[src/hw/rtl/b64d_pkg.sv]
// ----------------------------------------------------------------------------
// b64d_pkg
// Shared types and character constants for the base64url stream decoder.
// ----------------------------------------------------------------------------
package b64d_pkg;

  // Special characters of the alphabet
  localparam logic [7:0] CHAR_PAD    = 8'h3D;  // '='
  localparam logic [7:0] CHAR_DASH   = 8'h2D;  // '-'
  localparam logic [7:0] CHAR_USCORE = 8'h5F;  // '_'
  localparam logic [7:0] CHAR_UPPER_A = 8'h41; // 'A'
  localparam logic [7:0] CHAR_UPPER_Z = 8'h5A; // 'Z'
  localparam logic [7:0] CHAR_LOWER_A = 8'h61; // 'a'
  localparam logic [7:0] CHAR_LOWER_Z = 8'h7A; // 'z'
  localparam logic [7:0] CHAR_DIGIT_0 = 8'h30; // '0'
  localparam logic [7:0] CHAR_DIGIT_9 = 8'h39; // '9'

  // Sextet values
  localparam logic [5:0] SEXTET_LOWER  = 6'd26;
  localparam logic [5:0] SEXTET_DIGIT  = 6'd52;
  localparam logic [5:0] SEXTET_DASH   = 6'd62;
  localparam logic [5:0] SEXTET_USCORE = 6'd63;

  // Group positions
  localparam logic [1:0] PHASE_FIRST  = 2'd0;
  localparam logic [1:0] PHASE_SECOND = 2'd1;
  localparam logic [1:0] PHASE_THIRD  = 2'd2;
  localparam logic [1:0] PHASE_FOURTH = 2'd3;

  // Classified character
  typedef struct packed {
    logic       is_pad;
    logic       is_data;
    logic [5:0] sextet;
  } b64d_char_t;

  // One result beat
  typedef struct packed {
    logic [7:0] data_byte;
    logic       byte_valid;
    logic       string_done;
    logic       decode_error;
  } b64d_result_t;

endpackage

[src/hw/rtl/b64d_classify.sv]
// ----------------------------------------------------------------------------
// b64d_classify
// Maps a raw character to its sextet value and pad / data flags.
// ----------------------------------------------------------------------------
module b64d_classify (
  input  logic [7:0]          char_code,
  output b64d_pkg::b64d_char_t cls
);
  import b64d_pkg::*;

  always_comb begin
    cls.is_pad  = (char_code == CHAR_PAD);
    cls.is_data = 1'b1;
    cls.sextet  = '0;
    if (char_code inside {[CHAR_UPPER_A:CHAR_UPPER_Z]}) begin
      cls.sextet = 6'(char_code - CHAR_UPPER_A);
    end else if (char_code inside {[CHAR_LOWER_A:CHAR_LOWER_Z]}) begin
      cls.sextet = 6'(char_code - CHAR_LOWER_A) + SEXTET_LOWER;
    end else if (char_code inside {[CHAR_DIGIT_0:CHAR_DIGIT_9]}) begin
      cls.sextet = 6'(char_code - CHAR_DIGIT_0) + SEXTET_DIGIT;
    end else if (char_code == CHAR_DASH) begin
      cls.sextet = SEXTET_DASH;
    end else if (char_code == CHAR_USCORE) begin
      cls.sextet = SEXTET_USCORE;
    end else begin
      cls.is_data = 1'b0;
    end
  end

endmodule

[src/hw/rtl/b64d_core.sv]
// ----------------------------------------------------------------------------
// b64d_core
// Group state and byte assembly; state advances on each step.
// ----------------------------------------------------------------------------
module b64d_core (
  input  logic                   clk,
  input  logic                   rst,
  input  logic                   step,
  input  b64d_pkg::b64d_char_t   cls,
  input  logic                   final_char,
  output b64d_pkg::b64d_result_t res
);
  import b64d_pkg::*;

  logic [1:0] group_phase, group_phase_next;
  logic [5:0] carry_bits, carry_bits_next;
  logic       padding_seen, padding_seen_next;
  logic       error_flag, error_flag_next;

  always_comb begin
    group_phase_next  = group_phase;
    carry_bits_next   = carry_bits;
    padding_seen_next = padding_seen;
    error_flag_next   = error_flag;
    res.data_byte     = '0;
    res.byte_valid    = 1'b0;

    if (!error_flag) begin
      if (cls.is_pad) begin
        padding_seen_next = 1'b1;
      end else if (!cls.is_data || padding_seen) begin
        error_flag_next = 1'b1;
      end else begin
        case (group_phase)
          PHASE_FIRST: begin
            carry_bits_next  = cls.sextet;
            group_phase_next = PHASE_SECOND;
          end
          PHASE_SECOND: begin
            res.data_byte    = {carry_bits, cls.sextet[5:4]};
            res.byte_valid   = 1'b1;
            carry_bits_next  = {2'b00, cls.sextet[3:0]};
            group_phase_next = PHASE_THIRD;
          end
          PHASE_THIRD: begin
            res.data_byte    = {carry_bits[3:0], cls.sextet[5:2]};
            res.byte_valid   = 1'b1;
            carry_bits_next  = {4'b0000, cls.sextet[1:0]};
            group_phase_next = PHASE_FOURTH;
          end
          default: begin
            res.data_byte    = {carry_bits[1:0], cls.sextet};
            res.byte_valid   = 1'b1;
            carry_bits_next  = '0;
            group_phase_next = PHASE_FIRST;
          end
        endcase
      end
    end

    // a lone data char in the last group is a length error
    res.string_done  = final_char;
    res.decode_error = final_char &&
                       (error_flag_next || group_phase_next == PHASE_SECOND);
  end

  always_ff @(posedge clk) begin
    if (rst) begin
      group_phase  <= PHASE_FIRST;
      carry_bits   <= '0;
      padding_seen <= 1'b0;
      error_flag   <= 1'b0;
    end else if (step) begin
      if (final_char) begin
        group_phase  <= PHASE_FIRST;
        carry_bits   <= '0;
        padding_seen <= 1'b0;
        error_flag   <= 1'b0;
      end else begin
        group_phase  <= group_phase_next;
        carry_bits   <= carry_bits_next;
        padding_seen <= padding_seen_next;
        error_flag   <= error_flag_next;
      end
    end
  end

  a_end_clears: assert property (@(posedge clk) disable iff (rst)
    step && final_char |=> group_phase == PHASE_FIRST && carry_bits == '0 &&
                           !padding_seen && !error_flag)
    else $error("state not cleared after final char");

  a_byte_clean: assert property (@(posedge clk) disable iff (rst)
    res.byte_valid |-> cls.is_data && !error_flag && !padding_seen)
    else $error("byte emitted on pad, error or foreign char");

  a_err_sticky: assert property (@(posedge clk) disable iff (rst)
    step && !final_char && error_flag |=> error_flag)
    else $error("error flag dropped mid-string");

endmodule

[src/hw/rtl/base64url_stream_decoder_top.sv]
// ----------------------------------------------------------------------------
// base64url_stream_decoder_top
// Streaming base64url decoder: one character in, one result beat out.
// ----------------------------------------------------------------------------
//
//   channel | handshake            | payload
//   --------+----------------------+---------------------------------------
//   in      | in_valid / in_ready  | char_code[7:0], final_char
//   out     | out_valid / out_ready| data_byte[7:0], byte_valid,
//           |                      | string_done, decode_error
//
// One character per cycle sustained while the output is not stalled; each
// character passes the input register, then the result register.
// Group state advances when a character moves from the input register into
// the result register, so back-to-back characters see the updated state.
// Synchronous active-high reset empties both registers and clears the group
// state; no other initialization is needed.
// A stalled output holds the result register; the input register still takes
// one more beat, then in_ready drops until the output drains.
//
module base64url_stream_decoder_top (
  input  logic       clk,
  input  logic       rst,
  // character input
  input  logic       in_valid,
  output logic       in_ready,
  input  logic [7:0] char_code,
  input  logic       final_char,
  // result output
  output logic       out_valid,
  input  logic       out_ready,
  output logic [7:0] data_byte,
  output logic       byte_valid,
  output logic       string_done,
  output logic       decode_error
);
  import b64d_pkg::*;

  // input register
  logic       s1_valid;
  logic [7:0] s1_char;
  logic       s1_final;

  logic         s1_advance;
  b64d_char_t   cls;
  b64d_result_t res;

  // stage 1 moves on when the result register is empty or draining
  assign s1_advance = s1_valid && (!out_valid || out_ready);
  assign in_ready   = !s1_valid || s1_advance;

  always_ff @(posedge clk) begin
    if (rst) begin
      s1_valid <= 1'b0;
    end else if (in_ready) begin
      s1_valid <= in_valid;
    end
  end

  always_ff @(posedge clk) begin
    if (in_valid && in_ready) begin
      s1_char  <= char_code;
      s1_final <= final_char;
    end
  end

  b64d_classify u_classify (
    .char_code (s1_char),
    .cls       (cls)
  );

  b64d_core u_core (
    .clk        (clk),
    .rst        (rst),
    .step       (s1_advance),
    .cls        (cls),
    .final_char (s1_final),
    .res        (res)
  );

  // result register
  always_ff @(posedge clk) begin
    if (rst) begin
      out_valid <= 1'b0;
    end else if (s1_advance) begin
      out_valid <= 1'b1;
    end else if (out_ready) begin
      out_valid <= 1'b0;
    end
  end

  always_ff @(posedge clk) begin
    if (s1_advance) begin
      data_byte    <= res.data_byte;
      byte_valid   <= res.byte_valid;
      string_done  <= res.string_done;
      decode_error <= res.decode_error;
    end
  end

  a_err_with_done: assert property (@(posedge clk) disable iff (rst)
    out_valid && decode_error |-> string_done)
    else $error("decode_error without string_done");

  a_no_stray_byte: assert property (@(posedge clk) disable iff (rst)
    out_valid && !byte_valid |-> data_byte == '0)
    else $error("nonzero data_byte on beat without byte");

  a_stage_moves: assert property (@(posedge clk) disable iff (rst)
    s1_valid && !out_valid |=> out_valid)
    else $error("held character did not reach result register");

endmodule

[config.mk]
export PLATFORM = sky130hd
export DESIGN_NAME = base64url_stream_decoder_top
export DESIGN_NICKNAME = d
export VERILOG_FILES = /design/src/hw/rtl/b64d_pkg.sv /design/src/hw/rtl/b64d_classify.sv /design/src/hw/rtl/b64d_core.sv /design/src/hw/rtl/base64url_stream_decoder_top.sv
export SDC_FILE = /design/constraint.sdc
export NUM_CORES = 1
export LEC_CHECK = 0
export BUFFER_PORTS_ARGS = -buffer_cell sky130_fd_sc_hd__clkbuf_2
export CAP_MARGIN = 20
export CORE_MARGIN = 5
export CORE_UTILIZATION = 45
export DETAILED_ROUTE_END_ITERATION = 10
export PLACE_DENSITY = 0.67
export SYNTH_ARGS = -nofsm -noshare
export SYNTH_HDL_FRONTEND = slang
export SYNTH_HIERARCHICAL = 1
export SYNTH_SLANG_ARGS = --single-unit
[constraint.sdc]
create_clock -name clk -period 3 [get_ports clk]
set_input_delay 0.9 -clock clk [delete_from_list [all_inputs] [get_ports clk]]
set_output_delay 0.9 -clock clk [all_outputs]
set_load 0.005 [all_outputs]
## Word level (Yosys, flattened, before mapping)

Cells that the tools add are included.

| cells by class | value |
|---|---|
| add/subtract/negate cells | 5 |
| $lt $le $gt $ge | 6 |
| eq/ne operators | 9 |
| multiplexer cells | 30 |
| reductions and logical operators | 19 |

Operators with widths:

| kind | count |
|---|---|
| $mux 6 | 9 |
| $pmux 9 s3 | 1 |
| $pmux 6 s3 | 1 |
| $eq 8x6->1 const B | 2 |
| $ge 8x7->1 const B | 2 |
| $le 8x7->1 const B | 2 |
| $mux 1 | 14 |
| $sub 6x6->6 const B | 2 |
| $eq 8x7->1 const B | 1 |
| $ge 8x6->1 const B | 1 |
| $le 8x6->1 const B | 1 |
| $mux 2 | 4 |
| $add 6x5->6 const B | 1 |
| $add 6x6->6 const B | 1 |
| $logic_and 1x1->1 | 6 |
| $ne 2x2->1 const B | 3 |
| $pmux 2 s3 | 1 |
| $sub 6x1->6 const B | 1 |
| $eq 2x1->1 const B | 2 |
| $logic_or 1x1->1 | 4 |
| $reduce_and 4->1 | 1 |
| $reduce_bool 2->1 | 2 |
| $logic_not 1->1 | 3 |
| $reduce_and 3->1 | 1 |
| other kinds (3) | 3 |

| word-level totals | value |
|---|---|
| register bits after elaboration | 32 |
| output and inout bits | 13 |
| word-level logic and storage cells | 81 |

## Longest topological paths before layout

Gate-level depths: netlist of the first run.

| logic depth | value |
|---|---|
| depth in word-level cells | 14 |
| gate-level depth with buffers | 11 |
| depth with buffers taken out | 9 |

## By module

Netlist of the first run, hierarchy kept.

Modules (own cells, without submodules):

| module | times used | cells each | area an instance (µm²) |
|---|---|---|---|
| b64d_core | 1 | 76 | 705.7 |
| base64url_stream_decoder_top | 1 | 30 | 704.4 |
| b64d_classify | 1 | 79 | 554.3 |

## Least setup slack after synthesis of the first run

Ideal clock, no wire load.

| path | value |
|---|---|
| kind | register -> register |
| start point | reg s1_char[2] |
| end point | reg u_core.group_phase[0] |
| library setup time | 0.117 ns |
| arrival | 2.812 ns |
| path slack | 0.071 ns |
| stages on the path, launching flop included | 12 |
| path buffers | 2 |
| period minus slack after synthesis | 2.929 ns |
| cells stage by stage | edfxtp_1 > clkbuf_1 > inv_1 > ha_1 > a21oi_1 > nor2_1 > a211oi_2 > or3_1 > or4b_4 > buf_6 > o2bb2ai_4 > a22o_1 |

RTL lines:

| item | line | RTL |
|---|---|---|
| start: declaration | base64url_stream_decoder_top.sv:41 | `logic [7:0] s1_char;` |
| start signal: assignment | base64url_stream_decoder_top.sv:62 | `s1_char <= char_code;` |
| end signal: assignment | b64d_core.sv:80 | `group_phase <= group_phase_next;` |
| end: declaration | b64d_core.sv:15 | `logic [1:0] group_phase, group_phase_next;` |

==> out/summary.txt, run 1 <==
CTS tree: yes
via/cell ratio: 5.58
startpoint types: flip-flop
total grt overflow: 0
initial DRC count: 82
Finished Core Util: 0.530
post-route ant nets: 0
DR vias: 1506
die boundary width: 76.1 um
standard-cell rows: 24
hpwl dp: 2.91 mm
top cells by area, synth: edfxtp_1, dfxtp_1, ha_1, a221oi_1, a32o_1
DIE AREA: 5790 um^2
clock latency at the later pin of the worst-skew pair: 0.28 ns
initial antenna violation count: 0
critical path required time: 3.22 ns
Mapped Area: 1960 um^2
n_diodes: 0
post-layout min period: 2.81 ns
first-pass GRT wire length: 6.87 mm
maximum vdd drop: 279 uV
Synth Instances: 185
Critical Path End: u_core/carry_bits[5]
Routed WL: 3.87 mm
final setup fails: 0
final period utilization: 0.937
gpl congestion: 0.921
Setup CP Type: flip-flop to flip-flop
Main synth FF type: edfxtp_1
layout cells sized above 1: 0.275
Clock Sinks: 32
Critical path origin: s1_char[3]
WL per Instance: 14.3 um
Area growth syn-to-layout: 15.9%
Leak: 0.000886 uW
Final Hold Fails: 0
Filler cells: 396
CP Data Arrival Time: 3.03 ns
reg2reg setup slack: 0.19 ns
fmax: 356 MHz
cells on worst reg2reg path: 10
H-Tree Depth: 2
Die Y: 76.1 um
Synth Warn #: 6
port buffer count: 25
Reg-to-Reg Start: s1_char[3]
synth unique cells: 54
synthesized area per cell: 10.6 um^2
Worst Setup End Kind: flip-flop
pwr/cell area: 425 nW/um^2
share of the yosys chip area belonging to registers: 0.428
CTS Buf Count: 5
count of state elements after synthesis: 32
Hold Buf Count CTS: 0
Post-Route Setup TNS: 0 ns
clk buf depth: 2
post-layout net count: 244
Critical R2R Capture: u_core/carry_bits[5]
asr flop ratio synth: 0
relative slew slack: 0.663
cell taking the most area after synthesis: edfxtp_1
Slew Limit Fails: 0
TritonRoute pass-1 iters: 4
Worst-Margin Slew: 0.506 ns
run status: completed
GRT Resource Usage Total: 0.140
Clock transition at path regs: 0.07 ns
Worst Path Max Fanout: 8
Net Count, Synth: 212
Total Power: 967 uW
number of global-route vias before repair: 1474
top-area cell type share of the netlist area: 0.306
IO Count: 26
max cap viols: 0
Min-Delay Path Class: flip-flop to flip-flop
largest net degree at the start of global routing: 19
Final Skew: 0.00524 ns
root buffer cell: clkbuf_8
Core Region: 4290 um^2
# DRC: 0
Post-synth EDFFs: 20
initial core utilization: 0.457
## stage by stage
step	hold WS [ns]	cell area, um^2	worst slack, ns	cells
after global placement	0.453	2150	0.146	259
after floorplan	0.443	1960	0.0709	185
final	0.478	2280	0.188	270
after CTS	0.481	2240	0.106	267
after detailed placement	0.466	2150	0.126	259
after global routing	0.509	2280	-0.0160	270
## power breakdown
| part | switching (uW) | internal [uW] |
|---|---|---|
| Clock | 151 | 186 |
| Combinational | 75.6 | 55.8 |
| Sequential | 13.4 | 484 |
| Total | 240 | 726 |
## cells in the final DEF (no fill, tap or decap), types with 2 or more instances in the layout
cell / synthesis / final
nand2_1: 11 / 11
ha_1: 14 / 14
o211ai_1: 4 / 4
inv_1: 12 / 10
edfxtp_1: 20 / 20
a21oi_2: 1 / 2
a221oi_1: 9 / 9
a211oi_2: 2 / 2
nor2_1: 10 / 10
inv_2: 1 / 3
buf_4: 1 / 8
clkbuf_2: 0 / 25
a31oi_1: 3 / 3
a22o_1: 2 / 2
nand3_1: 2 / 2
nand2b_1: 2 / 2
and4_1: 2 / 2
o22ai_1: 2 / 2
clkbuf_8: 0 / 6
dfxtp_1: 12 / 12
nor3b_1: 2 / 2
a21oi_1: 5 / 4
nor3_1: 11 / 11
a32o_1: 7 / 7
o21ai_0: 3 / 3
nor2b_1: 11 / 11
xnor2_1: 3 / 3
## how the worst min path moves through the flow
stage	from	endpoint	slack, ns	cells past startpoint
global route	u_core/carry_bits[4]	u_core/carry_bits[4]	0.51	1
CTS	u_core/carry_bits[4]	u_core/carry_bits[4]	0.48	1
detailed placement	u_core/carry_bits[4]	u_core/carry_bits[4]	0.47	1
global placement	u_core/carry_bits[5]	u_core/carry_bits[5]	0.45	1
finish	u_core/carry_bits[4]	u_core/carry_bits[4]	0.48	1
floorplan	u_core/carry_bits[4]	u_core/carry_bits[4]	0.44	1
## registers in the layout, summed over array words and instances, names as in the netlist, 2 cells and up
signal and cells:
data_byte 8, u_core/group_phase 2, u_core/carry_bits 6, s1_char 8
## kinds of logic (layout without fill, tap and decap cells)
family / Yosys count / count (layout) / synth area share
buffers and inverters: 21 / 54 / 0.0465
muxes: 2 / 2 / 0.0108
adders and majority gates: 14 / 14 / 0.0892
and+or+nand+nor: 65 / 65 / 0.201
AOI/OAI and AO/OA: 47 / 47 / 0.206
xor gates and xnor gates: 4 / 4 / 0.0178
DFF: 32 / 32 / 0.428
## synth_stat cells (2+ instances only)
cell type / n
a32o_1: 7
o22ai_1: 2
xnor2_1: 3
ha_1: 14
nor2b_1: 11
a31oi_1: 3
edfxtp_1: 20
dfxtp_1: 12
inv_1: 12
nor3_1: 11
a22o_1: 2
a211oi_2: 2
a221oi_1: 9
a21oi_1: 5
o211ai_1: 4
nand2b_1: 2
nor3b_1: 2
nand3_1: 2
and4_1: 2
o21ai_0: 3
clkbuf_1: 5
nand2_1: 11
nor2_1: 10
## metal layers
metal | wire, um | GRT usage
met1 | 1740 | 0.179
met5 | 0 | 0
met3 | 245 | 0.0414
met2 | 1870 | 0.226
met4 | 23 | 0.0437
## worst max-delay path: stages (launching register included)
cell	delay, ns
edfxtp_1	0.48
inv_2	0.15
ha_1	0.15
inv_1	0.04
o211a_2	0.30
nor3b_4	0.27
or3_1	0.19
or4b_4	0.52
nor4_4	0.29
buf_4	0.20
a32o_1	0.17
## cell type report
type | instances | area [um^2] | share of cell area
clock buffer | 7 | 86.3 | 0.0379
clock inverter | 1 | 7.51 | 0.00330
inverter | 13 | 48.8 | 0.0214
multi-input combinational | 132 | 1040 | 0.458
sequential | 32 | 841 | 0.369
tap | 52 | 65.1 | 0.0286
timing repair buffer | 33 | 185 | 0.0814
## timing repair
| action | CTS | global route |
|---|---|---|
| setup buffers | 0 | 3 |
| resized for setup | 0 | 4 |
| endpoints found under the setup margin | 0 | 8 |
(Power assumes the default switching activity.)
==> run 2, diff against run 1 <==
- clock period: 3 -> 2.4 ns (I/O delays scaled with it)
==> run 2 against run 1 <==
  * The run now ends with setup timing left
  * Register-to-register slack lost 0.28 ns
  * Flip-flop and latch count is the same
  * Clock skew grew 0.0015 ns
  * Combinational power grew 59%
  * Setup slack lost 0.28 ns
  * Global-route usage grew 0.70 points
  * Clock-buffer cell count shrank 1
  * Non-clock buffer count grew 22
  * Critical path depth is the same
  * Maximum frequency grew 13%
  * Wire length grew 8.4%
  * Hold slack gained 0.0014 ns
  * Highest routed layer unchanged
==> out/summary.txt, run 2 (synthesized netlist as in run 1, its figures left out) <==
Finished Core Util: 0.592
GRT Resource Usage Total: 0.147
Power Internal: 1040 uW
initial DRC count: 74
Min-Delay Path Class: flip-flop to flip-flop
Clock transition at path regs: 0.07 ns
min setup slack post-route: -0.0878 ns
failing checks: setup timing
run status: finished with violations
Core Region: 4290 um^2
H-Tree Depth: 2
Routed WL: 4.20 mm
CP Data Arrival Time: 2.70 ns
Die Y: 76.1 um
Worst path slowest cell: or4b_4
final setup fails: 16
pwr/cell area: 534 nW/um^2
TritonRoute pass-1 iters: 4
Worst Setup End Kind: flip-flop
clock latency at the later pin of the worst-skew pair: 0.27 ns
hpwl dp: 3.13 mm
Worst Path Max Fanout: 8
port buffer count: 25
CTS Buf Count: 5
root buffer cell: clkbuf_8
clk buf depth: 2
largest net degree at the start of global routing: 19
Sw Share: 0.234
Switch Pwr: 318 uW
initial core utilization: 0.457
IO Count: 26
commonest non-fill, non-tap cell in the layout: buf_4
Comb pwr share: 0.153
die boundary width: 76.1 um
post-layout net count: 266
WL per Instance: 14.4 um
number of global-route vias before repair: 1551
gpl congestion: 0.831
Hold Buf Count CTS: 0
# DRC: 0
Area growth syn-to-layout: 29.4%
relative slew slack: 0.655
post-route ant nets: 0
DIE AREA: 5790 um^2
maximum vdd drop: 557 uV
max cap viols: 0
hold depth: 1
layout cells sized above 1: 0.396
Critical Path, Cell by Cell: inv_2 > ha_2 > nor2b_4 > o211a_4 > nor3b_4 > or3_4 > or4b_4 > nor4_4 > buf_6 > a32o_1
Setup CP Type: flip-flop to flip-flop
Worst-Margin Slew: 0.518 ns
DR vias: 1612
Max stage delay on crit path: 0.50 ns
Post-Route Setup TNS: -0.915 ns
Leak: 0.00104 uW
Clock power frac: 0.390
final period utilization: 1.04
Slew Limit Fails: 0
post-layout min period: 2.49 ns
via/cell ratio: 5.52
total grt overflow: 0
critical path required time: 2.62 ns
most frequent cells in the layout: buf_4, clkbuf_2, edfxtp_1
startpoint types: flip-flop
Final Skew: 0.00673 ns
fmax: 402 MHz
first-pass GRT wire length: 7.18 mm
standard-cell rows: 24
n_diodes: 0
initial antenna violation count: 0
largest registers: data_byte: 8 flops, s1_char: 8 flops, u_core/carry_bits: 6 flops
Sequential Power Share: 0.457
Clock Sinks: 32
cells on worst reg2reg path: 10
dpl ws: -0.0965 ns
Final Hold Fails: 0
RSZ-0062 raised after global routing: yes
CTS tree: yes
-- run 2: cell types whose count changed in the layout (fill, tap and decap cells not counted), sizes merged --
cell      previous run  this run
clkbuf              32        31
clkinvlp             1         0
bufinv               0         1
clkinv               0         1
buf                  8        30
-- run 2: per-layer routing --
metal  vias to the layer above  share of wire  track usage  routed length (um)
li1                        809              -            -                   -
met1                       758           0.44        0.177                1860
met2                        43           0.50        0.265                2100
met3                         2          0.053       0.0366                 223
met4                         0         0.0036       0.0262                  15
met5                         -              0            0                   0
-- run 2: final timing paths --
kind / to / slack (ns) / startpoint
setup / recovery: u_core/carry_bits[0] / -0.09 / s1_char[0]
hold / removal: u_core/carry_bits[5] / 0.48 / u_core/carry_bits[5]
setup reg to reg: u_core/carry_bits[0] / -0.09 / s1_char[0]
hold reg to reg: u_core/carry_bits[5] / 0.48 / u_core/carry_bits[5]
-- run 2: repair_timing --
action / 4_1_cts / 5_1_grt
pin swaps: 4 / 0
buffers inserted: 1 / 2
setup endpoints to repair: 17 / 18
gates resized for setup: 2 / 11
-- run 2: power groups by stage --
stage	registers, uW	clock network (uW)	logic (uW)
floorplan	634	0	116
global placement	632	0	193
detailed placement	632	0	195
CTS	620	542	197
global route	622	565	229
finish	620	529	208
-- run 2: final cells by class --
| class | instances | area [um^2] |
|---|---|---|
| clock buffers | 6 | 82.6 |
| clock inverters | 2 | 33.8 |
| fillers | 371 | 1750 |
| inverters | 13 | 51.3 |
| multi-input cells | 132 | 1110 |
| flip-flops and latches | 32 | 841 |
| well taps | 52 | 65.1 |
| repair buffers | 55 | 354 |
-- run 2: critical path: cells and delay by family, from the launching register on --
family / cells / cell delay [ns]
AND/OR/NAND/NOR: 5 / 1.17
adder cells (fa/ha/maj): 1 / 0.19
flip-flops: 1 / 0.39
buffers and inverters: 2 / 0.22
AO/OA/AOI/OAI: 2 / 0.46
-- run 2: stage by stage --
stage          instance area [um^2]  hold slack, ns  power [uW]  instances
2_1_floorplan                  2010           0.443         750        185
3_3_place_gp                   2350           0.455         825        281
3_5_place_dp                   2350           0.458         827        281
4_1_cts                        2480           0.474        1360        290
5_1_grt                        2540           0.504        1420        292
6_report                       2540           0.479        1360        292
